<file path="config.mk">
export PLATFORM = sky130hd
export DESIGN_NAME = abad_ram
export DESIGN_NICKNAME = d
export VERILOG_FILES = /design/src/hdl/abad_ram.sv
export SDC_FILE = /design/constraint.sdc
export NUM_CORES = 2
export LEC_CHECK = 0
export ABC_AREA = 0
export BUFFER_PORTS_ARGS = -buffer_cell sky130_fd_sc_hd__buf_2
export CAP_MARGIN = 5
export CORE_ASPECT_RATIO = 1.75
export CORE_MARGIN = 2
export CORE_UTILIZATION = 60
export CTS_BUF_LIST = sky130_fd_sc_hd__clkbuf_4
export DETAILED_ROUTE_END_ITERATION = 6
export PLACE_DENSITY = 0.76
export RECOVER_POWER = 50
export SKIP_CTS_REPAIR_TIMING = 1
export SYNTH_ARGS = -nofsm -noshare
export SYNTH_HDL_FRONTEND = slang
export SYNTH_SLANG_ARGS = --single-unit
</file>
<file path="constraint.sdc">
create_clock -name clk -period 2.95 [get_ports clk]
set_input_delay 0.59 -clock clk [delete_from_list [all_inputs] [get_ports clk]]
set_output_delay 0.59 -clock clk [all_outputs]
set_load 0.01 [all_outputs]
</file>
<file path="src/hdl/abad_ram.sv">
// ----------------------------------------------------------------------------
// abad_ram
// Generic single-clock ram with one write port and one read port; the read
// data is registered and holds while the read enable is low.
// ----------------------------------------------------------------------------
module abad_ram #(
  parameter int WIDTH = 8,
  parameter int DEPTH = 256
) (
  input  logic                     clk,
  input  logic                     we,
  input  logic [$clog2(DEPTH)-1:0] waddr,
  input  logic [WIDTH-1:0]         wdata,
  input  logic                     re,
  input  logic [$clog2(DEPTH)-1:0] raddr,
  output logic [WIDTH-1:0]         rdata
);

  logic [WIDTH-1:0] mem [DEPTH];

  always_ff @(posedge clk) begin
    if (we) begin
      mem[waddr] <= wdata;
    end
    if (re) begin
      rdata <= mem[raddr];
    end
  end

endmodule

</file>
==> impl_metrics.json <==
{
  "vias_per_cell": 6.53,
  "stdcell_area_mm2": 0.0913,
  "status": "complete, but fails checks",
  "cpLargestDelayFamily": "simple AND/OR/NAND/NOR gates",
  "startpoint_type": "register",
  "finalWirelength_um": 202000,
  "synth.cell_area_mm2": 0.0796,
  "reg2reg_slack_ps": -30,
  "worstPathCellList": "mux4_2 -> a22oi_1 -> buf_4 -> a21oi_1 -> nor4_1 -> buf_4 -> nor4_1",
  "min_path_type": "in2reg",
  "worstPathArrival_ps": 3990,
  "fin_crit_sh_pct": 101,
  "maxCapViolCount": 10,
  "grt_max_degree": 90,
  "drive_gt1_share_pct": 35.7,
  "grt_overflow_total": 0,
  "crit_fanout": 1,
  "synthTopCellsByArea": "edfxtp_1, mux4_2, mux2i_1",
  "yosys_warnings": 0,
  "fin_util_pct": 69.4,
  "drc": 0,
  "cp_slowest_cell": "nor4_1",
  "cts_tree": "yes",
  "synth-edff-count": 2056,
  "async_flop_share_pct": 0,
  "clk_latency_ps": 1370,
  "ir_drop_uv": 412,
  "worstMarginPinSlew_ps": 2570,
  "pwr-share-clk_pct": 35.8,
  "wl_per_cell_um": 30.5,
  "numPortBuffers": 34,
  "cts_buffers": 435,
  "layout_common_cells": "edfxtp_1, clkbuf_4, buf_4",
  "period_needed_ps": 2980,
  "ys_types": 54,
  "cp.required_ps": 3960,
  "drtAntennaViolNets": 0,
  "antenna_found_initial": 13,
  "fmax_mhz": 336,
  "grt_pass1_vias": 44400,
  "power_frac_seq_pct": 58.3,
  "violations": "max-capacitance violations, max-slew violations, negative setup slack",
  "vias": 43100,
  "cts_root_buffer": "clkbuf_4",
  "p_sw_share_pct": 22.2,
  "grt_pass1_wl_um": 291000,
  "combPwrFrac_pct": 5.9,
  "hold_start": "waddr[4]",
  "final-setup-viol-count": 1,
  "dr.pass1.iters": 6,
  "finalHoldViolCount": 0,
  "path_buf_inv": 2,
  "final_common_cell": "edfxtp_1",
  "place_area_mm2": 0.0864,
  "initial_core_util_pct": 60.5,
  "hold_path_depth": 4,
  "final_max_slew_viol_count": 571,
  "ff2ff_path_depth": 7,
  "p_sw_mw": 12.3,
  "r2r_start": "mem[194][1]",
  "syn_avg_cell_area_um2": 21.3,
  "clock_skew_ps": 112,
  "p_leak_nw": 30.0,
  "timing.rr.end": "rdata[1]",
  "whs_endpoint": "mem[116][3]",
  "setup_ws_ps": -26.7,
  "dp_slack_ps": -1060,
  "hold-worst-slack_ps": 47.7,
  "num_rows": 176,
  "rsz0062_at_grt": "no",
  "coreArea_mm2": 0.132,
  "seq_area_frac_synth_pct": 77.5,
  "syn2layout_area_growth_pct": 14.7,
  "cts.sink_count": 2056,
  "ioPinCount": 35,
  "clkTransAtPathRegs_ps": 70,
  "die_w_um": 279,
  "ys_seq_elements": 2056,
  "power_density_mw_per_mm2": 606,
  "total_power_mw": 55.3,
  "slew_headroom_pct": -71.6,
  "synth_cells": 3733,
  "ys.flop_type": "edfxtp_1",
  "synth_nets": 3760,
  "routabilityCongestion": 0.938,
  "dp_hpwl_um": 134000,
  "clock_path_buffers": 4,
  "dieArea_mm2": 0.136,
  "die_h_um": 486,
  "p_int_mw": 43.1,
  "cts_max_level": 5,
  "timing_worst_setup_path_type": "reg2reg",
  "end_kind": "register",
  "drt_iter0_drc": 5192,
  "grt.total_usage_pct": 30.1,
  "num-nets-final": 4640,
  "cpPeakStageDelay_ps": 1000,
  "yosysTopAreaCell": "edfxtp_1",
  "synth_top_area_share_pct": 77.5
}
-- worst max-delay path by stage --
| stage | startpoint | endpoint | slack, ps | cells after the start |
|---|---|---|---|---|
| floorplan | raddr[0] | rdata[2] | 280 | 9 |
| global placement | raddr[0] | rdata[4] | -1080 | 10 |
| detailed placement | raddr[0] | rdata[7] | -1060 | 9 |
| CTS | mem[100][7] | rdata[7] | -250 | 7 |
| global route | mem[194][1] | rdata[1] | 20 | 7 |
| finish | mem[194][1] | rdata[1] | -30 | 7 |
-- final cells by class --
| type | instances | area [um2] |
|---|---|---|
| well taps | 1691 | 2120 |
| flip-flops and latches | 2056 | 61700 |
| multi-input cells | 1442 | 16500 |
| inverters | 2 | 7.51 |
| fillers | 7899 | 40300 |
| repair buffers | 676 | 5840 |
| diodes | 14 | 35.0 |
| clock inverters | 127 | 574 |
| clock buffers | 601 | 4510 |
-- state kept, by name (all words and copies together) (netlist names) --
register  flops
mem        2048
rdata         8
-- synth_stat cells, types with 5 or more instances --
cell type  count
o211ai_1      10
clkbuf_1     111
buf_2         31
o22a_1         5
and2_1         6
a22o_1         8
nand3_1       34
nor3_1        22
a21oi_1       96
a22oi_1      133
edfxtp_1    2056
nor4_1        24
mux4_2       454
buf_1         22
nand4_1       10
o22ai_1       28
nor2b_1       31
buf_4         27
buf_6         21
buf_8         13
buf_12         8
a221oi_1      13
nor2_1       282
nand2b_1       8
mux2i_1      134
nand2_1       33
o221ai_1      46
o21ai_0       10
a211oi_1      16
-- per-layer routing --
layer / track usage (%) / up-vias / share of wire (%)
met3: 5.99 / 600 / 9.0
li1: - / 17700 / -
met2: 52.2 / 2693 / 52
met4: 17.9 / 8 / 6.6
met1: 34.7 / 22100 / 32
met5: 0 / - / 0.030
-- per-stage QoR --
step                TNS [ps]  instances
floorplan                  0       3733
global placement       -6360       5854
detailed placement     -6380       5854
CTS                     -497       6582
global route               0       6606
finish                 -26.7       6609
-- cells by family after synthesis --
group                  count (synthesis)  synth area share [%]
buffers and inverters                235                  1.83
and+or+nand+nor                      466                  2.63
muxes                                591                  14.6
AOI/OAI and AO/OA                    385                  3.42
DFF                                 2056                  77.5
-- tightest hold or removal path: stages --
cell and delay (ps):
buf_2 140, nand3_1 90, buf_4 270, nor2_1 130
-- power groups by stage --
stage / sequential (mW) / combinational (mW) / clock (mW)
floorplan: 32.9 / 1.56 / 0
global placement: 32.9 / 3.23 / 0
detailed placement: 32.9 / 3.30 / 0
CTS: 32.2 / 3.30 / 20.1
global route: 32.2 / 3.41 / 21.4
finish: 32.3 / 3.28 / 19.8
Power figures use the tool's default switching activity.
